[src/rtl/mids_pkg.sv]
// Package for the meal and insulin delivery scheduler.
// Word format, payload structs, sequencer states, divider handshake, saturating helpers.
// No dependencies.
package mids_pkg;

    localparam int WORD_BITS     = 32;
    localparam int FRACTION_BITS = 16;
    localparam int DIV_BITS      = WORD_BITS + FRACTION_BITS;
    localparam int DIV_CNT_BITS  = $clog2(DIV_BITS);
    localparam logic [DIV_CNT_BITS-1:0] DIV_LAST = DIV_CNT_BITS'(DIV_BITS - 1);
    localparam logic [WORD_BITS-1:0] INTAKE_LIMIT_RESET = WORD_BITS'(327680);
    localparam logic [WORD_BITS-1:0] SMALL_THRESH =
        WORD_BITS'(((64'd1 << FRACTION_BITS) + 64'd50000) / 64'd100000);

    typedef logic [WORD_BITS-1:0] t_word;

    typedef struct packed {
        t_word insulin_request;
        t_word carb_request;
        t_word step_time;
        t_word stomach_first;
        t_word stomach_second;
    } t_in_item;

    typedef struct packed {
        t_word carb_rate;
        t_word insulin_rate;
        t_word insulin_pending;
        t_word carbs_pending;
        t_word meal_total;
        t_word stomach_snapshot;
        logic  eating;
    } t_out_item;

    typedef struct packed {
        logic  start;
        t_word num;
        t_word den;
    } t_div_req;

    typedef struct packed {
        logic  busy;
        logic  done;
        t_word quot;
    } t_div_rsp;

    typedef enum logic [3:0] {
        S_IDLE,
        S_MUL_I,
        S_INS,
        S_WAIT_I,
        S_CARB,
        S_WAIT_C,
        S_UQ,
        S_WAIT_U,
        S_MUL_C,
        S_UPD
    } t_state;

    function automatic t_word sat_add(input t_word a, input t_word b);
        logic [WORD_BITS:0] s;
        s = {1'b0, a} + {1'b0, b};
        return s[WORD_BITS] ? '1 : s[WORD_BITS-1:0];
    endfunction

    function automatic t_word sat_sub(input t_word a, input t_word b);
        return (a > b) ? a - b : '0;
    endfunction

endpackage

[src/rtl/mids_mul.sv]
// Fixed-point multiplier with registered, saturated result.
// Depends on mids_pkg.
module mids_mul (
    input  logic           i_clk,
    input  mids_pkg::t_word i_a,
    input  mids_pkg::t_word i_b,
    output mids_pkg::t_word o_p
);
    logic [2*mids_pkg::WORD_BITS-1:0] prod;
    mids_pkg::t_word r_p;
    mids_pkg::t_word n_p;

    always_comb begin
        prod = {{mids_pkg::WORD_BITS{1'b0}}, i_a} * {{mids_pkg::WORD_BITS{1'b0}}, i_b};
        if (|prod[2*mids_pkg::WORD_BITS-1:mids_pkg::DIV_BITS]) begin
            n_p = '1;
        end else begin
            n_p = prod[mids_pkg::DIV_BITS-1:mids_pkg::FRACTION_BITS];
        end
    end

    always_ff @(posedge i_clk) begin
        r_p <= n_p;
    end

    assign o_p = r_p;
endmodule

[src/rtl/mids_div.sv]
// Iterative restoring fixed-point divider, one quotient bit per cycle.
// Depends on mids_pkg.
module mids_div (
    input  logic               i_clk,
    input  logic               i_rst_n,
    input  mids_pkg::t_div_req i_req,
    output mids_pkg::t_div_rsp o_rsp
);
    logic [mids_pkg::DIV_BITS-1:0]     r_num, n_num;
    mids_pkg::t_word                   r_rem, n_rem;
    mids_pkg::t_word                   r_den;
    logic [mids_pkg::DIV_CNT_BITS-1:0] r_cnt;
    logic                              r_busy;
    logic                              r_done;
    logic [mids_pkg::WORD_BITS:0]      trial;
    logic                              ge;

    always_comb begin
        trial = {r_rem, r_num[mids_pkg::DIV_BITS-1]};
        ge    = trial >= {1'b0, r_den};
        n_rem = ge ? mids_pkg::WORD_BITS'(trial - {1'b0, r_den})
                   : trial[mids_pkg::WORD_BITS-1:0];
        n_num = {r_num[mids_pkg::DIV_BITS-2:0], ge};
    end

    always_ff @(posedge i_clk) begin
        if (!i_rst_n) begin
            r_busy <= 1'b0;
            r_done <= 1'b0;
            r_cnt  <= '0;
        end else begin
            r_done <= 1'b0;
            if (r_busy) begin
                r_cnt <= r_cnt + 1'b1;
                if (r_cnt == mids_pkg::DIV_LAST) begin
                    r_busy <= 1'b0;
                    r_done <= 1'b1;
                end
            end else if (i_req.start) begin
                r_busy <= 1'b1;
                r_cnt  <= '0;
            end
        end
    end

    always_ff @(posedge i_clk) begin
        if (r_busy) begin
            r_num <= n_num;
            r_rem <= n_rem;
        end else if (i_req.start) begin
            r_num <= {i_req.num, {mids_pkg::FRACTION_BITS{1'b0}}};
            r_rem <= '0;
            r_den <= i_req.den;
        end
    end

    assign o_rsp.busy = r_busy;
    assign o_rsp.done = r_done;
    assign o_rsp.quot = (|r_num[mids_pkg::DIV_BITS-1:mids_pkg::WORD_BITS]) ? '1
                        : r_num[mids_pkg::WORD_BITS-1:0];
endmodule

[src/rtl/meal_insulin_delivery_scheduler.sv]
// Meal and insulin delivery scheduler top level: sequencer, state, output register.
// At most three divisions per tick on the shared divider: the insulin rate needs one only
// when the total insulin falls short of rate times tick length; a zero tick length needs none.
// One tick at a time: input stalls until the result is registered.
// Reset (synchronous, active low) clears all bookkeeping and loads the intake limit with 5.0.
// Depends on mids_pkg, mids_mul, mids_div.
module meal_insulin_delivery_scheduler (
    input  logic                i_clk,
    input  logic                i_rst_n,
    input  logic                i_in_valid,
    output logic                o_in_stall,
    input  mids_pkg::t_in_item  i_in,
    output logic                o_out_valid,
    input  logic                i_out_stall,
    output mids_pkg::t_out_item o_out,
    input  logic                i_cfg_we,
    input  mids_pkg::t_word     i_cfg_wdata
);
    mids_pkg::t_state r_state, n_state;

    mids_pkg::t_word r_intake_limit;
    mids_pkg::t_word r_pend_ins, r_prev_rate, r_pend_carbs, r_meal, r_snap;
    logic            r_eating;
    mids_pkg::t_in_item r_in;
    mids_pkg::t_word r_irate, r_total, r_cq, r_crate;
    logic            r_out_valid;
    mids_pkg::t_out_item r_out;

    mids_pkg::t_word    mul_a, mul_p;
    mids_pkg::t_div_req div_req;
    mids_pkg::t_div_rsp div_rsp;

    logic            in_xfer, out_free;
    mids_pkg::t_word irate0, rem, crate_sel, left, meal_n;

    assign out_free   = !r_out_valid || !i_out_stall;
    assign o_in_stall = (r_state != mids_pkg::S_IDLE);
    assign in_xfer    = i_in_valid && !o_in_stall;

    assign mul_a = (r_state == mids_pkg::S_MUL_I) ? r_irate : r_crate;

    mids_mul u_mul (
        .i_clk (i_clk),
        .i_a   (mul_a),
        .i_b   (r_in.step_time),
        .o_p   (mul_p)
    );

    mids_div u_div (
        .i_clk   (i_clk),
        .i_rst_n (i_rst_n),
        .i_req   (div_req),
        .o_rsp   (div_rsp)
    );

    always_comb begin
        if (r_pend_ins == '0) begin
            irate0 = i_in.insulin_request;
        end else begin
            irate0 = (i_in.insulin_request >= r_prev_rate) ? i_in.insulin_request : r_prev_rate;
        end
        rem = mids_pkg::sat_sub(r_total, mul_p);
        if (r_cq >= r_intake_limit
                || (div_rsp.quot >= r_intake_limit && r_pend_carbs == '0)) begin
            crate_sel = r_intake_limit;
        end else if (r_in.carb_request != '0 && r_pend_carbs == '0) begin
            crate_sel = div_rsp.quot;
        end else begin
            crate_sel = r_cq;
        end
        left = mids_pkg::sat_sub(mids_pkg::sat_add(r_in.carb_request, r_pend_carbs), mul_p);
        if (r_eating) begin
            meal_n = mids_pkg::sat_add(r_meal, mul_p);
        end else if (r_crate != '0) begin
            meal_n = mul_p;
        end else begin
            meal_n = r_meal;
        end
    end

    always_comb begin
        n_state       = r_state;
        div_req.start = 1'b0;
        div_req.num   = r_total;
        div_req.den   = r_in.step_time;
        case (r_state)
            mids_pkg::S_IDLE: begin
                if (in_xfer) n_state = mids_pkg::S_MUL_I;
            end
            mids_pkg::S_MUL_I: n_state = mids_pkg::S_INS;
            mids_pkg::S_INS: begin
                if (r_in.step_time != '0 && r_total < mul_p) begin
                    div_req.start = 1'b1;
                    n_state = mids_pkg::S_WAIT_I;
                end else begin
                    n_state = mids_pkg::S_CARB;
                end
            end
            mids_pkg::S_WAIT_I: begin
                if (div_rsp.done) n_state = mids_pkg::S_CARB;
            end
            mids_pkg::S_CARB: begin
                if (r_in.step_time == '0) begin
                    n_state = mids_pkg::S_MUL_C;
                end else begin
                    div_req.start = 1'b1;
                    div_req.num   = r_pend_carbs;
                    n_state = mids_pkg::S_WAIT_C;
                end
            end
            mids_pkg::S_WAIT_C: begin
                if (div_rsp.done) n_state = mids_pkg::S_UQ;
            end
            mids_pkg::S_UQ: begin
                div_req.start = 1'b1;
                div_req.num   = r_in.carb_request;
                n_state = mids_pkg::S_WAIT_U;
            end
            mids_pkg::S_WAIT_U: begin
                if (div_rsp.done) n_state = mids_pkg::S_MUL_C;
            end
            mids_pkg::S_MUL_C: n_state = mids_pkg::S_UPD;
            mids_pkg::S_UPD: begin
                if (out_free) n_state = mids_pkg::S_IDLE;
            end
            default: n_state = mids_pkg::S_IDLE;
        endcase
    end

    always_ff @(posedge i_clk) begin
        if (!i_rst_n) begin
            r_state <= mids_pkg::S_IDLE;
        end else begin
            r_state <= n_state;
        end
    end

    always_ff @(posedge i_clk) begin
        if (!i_rst_n) begin
            r_intake_limit <= mids_pkg::INTAKE_LIMIT_RESET;
            r_pend_ins     <= '0;
            r_prev_rate    <= '0;
            r_pend_carbs   <= '0;
            r_meal         <= '0;
            r_snap         <= '0;
            r_eating       <= 1'b0;
            r_out_valid    <= 1'b0;
        end else begin
            if (i_cfg_we) r_intake_limit <= i_cfg_wdata;
            if (r_state == mids_pkg::S_UPD && out_free) begin
                r_pend_ins   <= r_total;
                r_prev_rate  <= r_irate;
                r_pend_carbs <= left;
                r_meal       <= meal_n;
                if (r_crate != '0 && !r_eating) begin
                    r_eating <= 1'b1;
                    r_snap   <= mids_pkg::sat_add(r_in.stomach_first, r_in.stomach_second);
                end else if (r_crate == '0 && r_eating) begin
                    r_eating <= 1'b0;
                end
                r_out_valid <= 1'b1;
            end else if (r_out_valid && !i_out_stall) begin
                r_out_valid <= 1'b0;
            end
        end
    end

    always_ff @(posedge i_clk) begin
        case (r_state)
            mids_pkg::S_IDLE: begin
                if (in_xfer) begin
                    r_in    <= i_in;
                    r_irate <= irate0;
                    r_total <= mids_pkg::sat_add(r_pend_ins, i_in.insulin_request);
                end
            end
            mids_pkg::S_INS: begin
                if (!(r_in.step_time != '0 && r_total < mul_p)) begin
                    r_total <= (rem < mids_pkg::SMALL_THRESH) ? '0 : rem;
                end
                r_crate <= '0;
            end
            mids_pkg::S_WAIT_I: begin
                if (div_rsp.done) begin
                    r_irate <= div_rsp.quot;
                    r_total <= '0;
                end
            end
            mids_pkg::S_WAIT_C: begin
                if (div_rsp.done) r_cq <= div_rsp.quot;
            end
            mids_pkg::S_WAIT_U: begin
                if (div_rsp.done) r_crate <= crate_sel;
            end
            mids_pkg::S_UPD: begin
                if (out_free) begin
                    r_out.carb_rate        <= r_crate;
                    r_out.insulin_rate     <= r_irate;
                    r_out.insulin_pending  <= r_total;
                    r_out.carbs_pending    <= left;
                    r_out.meal_total       <= meal_n;
                    r_out.stomach_snapshot <= (r_crate != '0 && !r_eating)
                        ? mids_pkg::sat_add(r_in.stomach_first, r_in.stomach_second) : r_snap;
                    r_out.eating           <= (r_crate != '0);
                end
            end
            default: begin
            end
        endcase
    end

    assign o_out_valid = r_out_valid;
    assign o_out       = r_out;

    a_out_hold: assert property (@(posedge i_clk) disable iff (!i_rst_n)
        o_out_valid && i_out_stall |=> o_out_valid && $stable(o_out))
        else $error("result changed under stall");

    a_eat_flag: assert property (@(posedge i_clk) disable iff (!i_rst_n)
        o_out_valid |-> (o_out.eating == (o_out.carb_rate != '0)))
        else $error("eating flag disagrees with carb rate");

    a_div_idle: assert property (@(posedge i_clk) disable iff (!i_rst_n)
        div_req.start |-> !div_rsp.busy && r_state != mids_pkg::S_IDLE)
        else $error("divider started while busy");
endmodule

[config.mk]
export PLATFORM = sky130hd
export DESIGN_NAME = meal_insulin_delivery_scheduler
export DESIGN_NICKNAME = d
export VERILOG_FILES = /design/src/rtl/mids_pkg.sv /design/src/rtl/mids_mul.sv /design/src/rtl/mids_div.sv /design/src/rtl/meal_insulin_delivery_scheduler.sv
export SDC_FILE = /design/constraint.sdc
export NUM_CORES = 2
export LEC_CHECK = 0
export BUFFER_PORTS_ARGS = -buffer_cell sky130_fd_sc_hd__buf_2
export CELL_PAD_IN_SITES_DETAIL_PLACEMENT = 0
export CELL_PAD_IN_SITES_GLOBAL_PLACEMENT = 1
export CORE_AREA = 2 2 468 470
export DETAILED_ROUTE_END_ITERATION = 6
export DIE_AREA = 0 0 470 472
export MAX_ROUTING_LAYER = met4
export PLACE_DENSITY = 0.73
export SYNTH_ARGS = -nofsm -noshare
export SYNTH_HDL_FRONTEND = slang
export SYNTH_SLANG_ARGS = --single-unit
[constraint.sdc]
create_clock -name i_clk -period 9.1 [get_ports i_clk]
set_clock_uncertainty 0.05 [all_clocks]
set_input_delay 0.455 -clock i_clk [delete_from_list [all_inputs] [get_ports i_clk]]
set_output_delay 0.455 -clock i_clk [all_outputs]
set_load 0.01 [all_outputs]
Word-level counts from Yosys, hierarchy flattened
Index checks and enable logic that the tools add are counted.

Bits in registers: 799. Bits of input ports: 197. Output and inout bits: 195.

Add/sub/neg operators: 8. Bitwise operators: 1. $lt $le $gt $ge: 8. Mux-type cells: 52. Reductions and logical operators: 41. Multipliers: 1. Equality and inequality tests: 16.

Operators by type and width (number): $mux 32 (25); $pmux 32 s2 (3); $add 32x32->33 (4); $logic_not 32->1 (4); $ge 32x32->1 (3); $mux 48 (2); $pmux 32 s3 (1); $reduce_bool 32->1 (3); $sub 32x32->32 (3); $gt 32x32->1 (2); $mul 32x32->64 (1); $pmux 4 s10 (1); $ge 33x32->1 (1); $mux 33 (1); $lt 32x1->1 const B (1); $lt 32x32->1 (1); $reduce_or 16->1 (2); $mux 4 (6); $eq 4x3->1 const B (4); $reduce_and 2->1 (7); $mux 6 (2); $reduce_bool 2->1 (5); $mux 1 (9); $eq 4x2->1 const B (2); 18 further kinds (34).

Longest topological paths before layout
Word-level depth: 8. Depth in mapped cells: 36. Gate-level depth less buffers: 31.

Modules after synthesis
From an unflattened synthesis, not the netlist that was laid out.

Cell total of the unflattened synthesis: 8125. Area, all modules: 78393.9 µm².

By module, submodules not included: meal_insulin_delivery_scheduler (cells an instance 3629, times used 1, area each 36588.8 µm²); mids_mul (cells an instance 3902, times used 1, area each 35007.3 µm²); mids_div (cells an instance 594, times used 1, area each 6797.8 µm²).

Least setup slack after synthesis
OpenSTA, ideal clock, no wires.

Kind: register to register. Start: register r_state[0]. End: register u_mul.r_p[10] (netlist: u_mul.o_p[10]). Path buffers: 5. Arrival: 8.981 ns. Required time: 8.925 ns. Path slack: -0.056 ns. Stages on the path, launching flop included: 33. Setup time: 0.125 ns. Cells stage by stage: dfxtp_1 > buf_2 > nor4b_4 > clkbuf_1 > mux2_2 > clkbuf_1 > and2_1 > fa_1 > inv_1 > fa_1 > fa_1 > fa_1 > inv_1 > fa_1 > fa_1 > fa_1 > inv_1 > fa_1 > inv_1 > ha_1 > clkbuf_1 > nand2_1 > o21ai_0 > or4_1 > a211oi_1 > or3b_1 > o31a_1 > o32a_1 > o21ai_1 > xor2_1 > nor4_2 > buf_2 > nand3_1.

Cells in the longest elaborated chain, start to end: 4.

RTL lines: start, declared (line meal_insulin_delivery_scheduler.sv:19) `mids_pkg::t_state r_state, n_state;`; start signal, assigned (line meal_insulin_delivery_scheduler.sv:132) `r_state <= mids_pkg::S_IDLE;`; start signal, assigned (line meal_insulin_delivery_scheduler.sv:134) `r_state <= n_state;`; $eq 4x1->1 (*) (line meal_insulin_delivery_scheduler.sv:40) `assign mul_a = (r_state == mids_pkg::S_MUL_I) ? r_irate : r_crate;`; $mux 32 (*) (line meal_insulin_delivery_scheduler.sv:40); $mul 32x32->64 (*) (line mids_mul.sv:14) `prod = {{mids_pkg::WORD_BITS{1'b0}}, i_a} * {{mids_pkg::WORD_BITS{1'b0}}, i_b};`; $reduce_or 16->1 (line mids_mul.sv:15) `if (|prod[2*mids_pkg::WORD_BITS-1:mids_pkg::DIV_BITS]) begin`; end signal, assigned (line mids_mul.sv:23) `r_p <= n_p;`; end, declared (line mids_mul.sv:10) `mids_pkg::t_word r_p;`.

Every way passes the cells marked *; elsewhere a longest branch is shown, timed or not. A chain may end at the register's enable or synchronous reset.

Worst setup path after layout
Start: register r_state[2]. End: register u_mul.r_p[30] (netlist: u_mul.o_p[30]).

The elaborated chain is that of the path after synthesis.

==> qor.log <==
INFO  status         run_status=finished, violations left
INFO  status         failed_checks=negative setup slack
INFO  synth          largest_cells_by_area_after_synthesis=fa_1 (23%), edfxtp_1 (22%), ha_1 (9.4%), dfxtp_1 (6.1%), inv_1 (5.6%)
INFO  timing         max_clock_freq=109MHz
INFO  die            die_w=470um
INFO  routing        detail_route.wirelength.met1=120mm
INFO  routing        totalWireLength=278mm
INFO  finish         post_route_cells_drive_above_1_share=14.6%
INFO  routing        avgRoutedWirePerCell=23.8um
INFO  finish         finish.instance_area=0.0919mm2
INFO  timing         finalWorstPathRequiredPeriod=9190ps
INFO  cts            cts.htree.levels=3
INFO  synth          synth_most_common_cell=inv_1
INFO  cts            tritoncts=built
INFO  routing        vias=62501
INFO  critical_path  slowest_stage_delay_on_critical_path=590ps
INFO  critical_path  arrival_time_at_the_worst_endpoint=9790ps
INFO  synth          synthesis.area_per_instance=9.68um2
INFO  die            row_count=171
INFO  synth          yosysTopAreaCellShare=23.2%
INFO  cts            clkSlewWorstSetupHoldPaths=60ps
INFO  finish         area_delta_synth_final=18.3%
INFO  cts            cts.root.buffer_cell=clkbuf_16
INFO  job            timing.max_cap.violations=0
INFO  routing        iteration_count_of_the_initial_detailed_routing_pass=6
INFO  cts            clk_latency=800ps
INFO  routing        topRoutingLayerUsed=met4
INFO  timing         number_of_endpoints_with_negative_hold_slack_in_the_final_report=0
INFO  critical_path  worst-endpoint-required=9700ps
INFO  worst_hold_path hold_class=input pin to flip-flop
INFO  timing         timing.final.max_slew_violations=0
INFO  critical_path  cp_common_cell=fa_1
INFO  timing         fin_crit_sh=101%
INFO  synth          post_synthesis_instance_total=8035
INFO  die            placeableCoreArea=0.217mm2
INFO  routing        drcViolationCount=0
INFO  placement      place_worst_setup_slack=-266ps
INFO  synth          postSynthRegisterBits=799
INFO  timing         final.setup.tns=-1570ps
INFO  routing        drt_iter0_drc=5422
INFO  global_route   grt_antenna_before_repair=24
INFO  placement      post_dp_cell_area=0.0852mm2
INFO  critical_path  cp-start-kind=flip-flop
INFO  timing         finalSetupViolCount=32
INFO  cts            tritoncts.num_buffers=94
INFO  synth          yosys.area.top_type=fa_1
INFO  global_route   globalRoute.totalOverflow=0
INFO  global_route   grt_pass1_wl=409mm
INFO  critical_path  crit_path_end_kind=flip-flop
INFO  die            die_y=472um
INFO  routing        vias_per_cell=5.35
INFO  synth          synth.cell_area=0.0777mm2
INFO  global_route   vias_in_the_first_global_route=62854
INFO  routing        number_of_nets_with_antenna_violations_after_routing=0
INFO  die            total_die_area=0.222mm2
INFO  global_route   globalRouteTotalUtil=25.2%
INFO  timing         whs=73.8ps
INFO  die            initial_core_util=35.9%
INFO  cts            ctsLongestPathBuffers=3
INFO  synth          yosysWarnings=0
INFO  placement      io_buffer_count=391
INFO  synth          count_of_cell_types_in_the_netlist=85
INFO  synth          synth_nets=9716
INFO  placement      gp_congestion=0.969
INFO  cts            clock_sinks=799
INFO  timing         slew-limit-headroom=11.5%
INFO  synth          synth_edf_count=561
INFO  placement      place.detailed.hpwl=213mm
INFO  synth          synth-seq-area-share=27.8%
INFO  critical_path  worst_path_max_delay_cell=fa_1
INFO  finish         nNetsFinal=10419
INFO  routing        met2_length=122mm
INFO  synth          synth-async-reset-ratio=0%
INFO  die            io_pins=392
INFO  timing         setup_repair_after_global_routing_missed_its_margin=true
INFO  global_route   pin_count_of_the_biggest_net_entering_global_routing=79
INFO  critical_path  crit_fanout=13
INFO  synth          synth_commonest_cells=inv_1 (1169), fa_1 (902), nand2_1 (760), and2_1 (666), ha_1 (582)
INFO  critical_path  criticalPathCategory=flip-flop to flip-flop
INFO  timing         timing_worst_slew_pin_value=1330ps
INFO  routing        met3RoutedLength=21.1mm
INFO  timing         least_setup_slack_across_all_paths_after_layout=-90.1ps
INFO  synth          yosys_most_used_dff=edfxtp_1
area by class of cell:
class	instances	area, um2
clock buffers	117	2570
fillers	20964	125000
diodes	11	27.5
repair buffers	1010	7740
inverters	1171	4410
clock inverters	61	783
multi-input cells	5662	51200
flip-flops and latches	799	21600
well taps	2854	3570
critical path, delay by kind of cell, from the launching register on:
kind	cells	cell delay (ps)
AO/OA/AOI/OAI	6	1440
adder cells (fa/ha/maj)	9	4250
buffers and inverters	12	1480
flip-flops	1	340
multiplexers	1	320
AND/OR/NAND/NOR	5	1150
path summary, 6_finish.rpt:
check	start	end	slack, ps	depth (start not counted)
min reg2reg	r_prev_rate[13]	r_prev_rate[13]	420	2
max reg2reg	r_state[2]	u_mul.o_p[30]	-90	33
min	i_out_stall	o_out_valid	70	3
max	r_state[2]	u_mul.o_p[30]	-90	33
repair_timing:
action | CTS | global route
pin swaps | 46 | 118
endpoints found under the setup margin | 32 | 32
hold buffers | 160 | 0
setup buffers | 23 | 34
resized for setup | 78 | 153
hold endpoints to repair | 160 | 0
gates cloned | 11 | 8
cell families after synthesis:
| group | synth area share, % |
|---|---|
| muxes | 2.10 |
| xor gates and xnor gates | 2.56 |
| adders and majority gates | 32.6 |
| DFF | 27.8 |
| AOI/OAI and AO/OA | 12.2 |
| and+or+nand+nor | 15.0 |
| buffers and inverters | 7.69 |
registers in the layout, indices dropped and copies added, names as in the netlist, 4 cells and up:
name and cells:
r_meal 32, r_total 32, u_div.r_rem 32, r_intake_limit 32, o_out 193, u_div.r_cnt 6
r_pend_ins 32, div_req 32, r_cq 32, r_irate 32, r_crate 32, u_mul.o_p 32
u_div.r_num 48, r_pend_carbs 32, r_snap 32, u_div.r_den 32, r_state 4, r_in 96
r_prev_rate 32
layer usage:
layer	vias to the layer above	track usage, %
met1	31377	34.0
li1	28149	-
met3	525	3.95
met2	2450	37.3
met4	0	11.0
met5	-	-
per-stage QoR:
stage | utilization [%] | std cells
2_1_floorplan | - | 8035
3_3_place_gp | 39.3 | 11263
3_5_place_dp | 39.3 | 11263
4_1_cts | 42.0 | 11635
5_1_grt | 42.5 | 11680
6_report | 42.5 | 11685
cell usage in the layout (no fill, tap or decap), types with 37 or more instances in the layout:
cell type      Yosys  routed
a211oi_1          45      41
a21o_1           210     210
a21oi_1          503     487
a221o_1           38      38
a31oi_1           41      40
and2_1           666     659
buf_12             0      41
buf_2             16     391
buf_4              4     386
clkbuf_16          0     100
dfxtp_1          238     235
dlygate4sd3_1      0     160
edfxtp_1         561     561
fa_1             902     863
fa_2               0      39
ha_1             582     563
inv_1           1169    1153
mux2i_1          127     127
nand2_1          760     756
nand2b_1          61      60
nand3_1          103      85
nand4_1           70      70
nor2_1           320     314
nor2b_1           66      66
nor3_1            94      92
nor4_1            59      56
o21a_1            65      64
o21ai_0          228     218
o21bai_1          38      37
xnor2_1          147     147
xor2_1            80      78
Power is left out: the tool's default activity adds up to more than one toggle a clock period on the data nets, which glitch-free logic cannot reach.
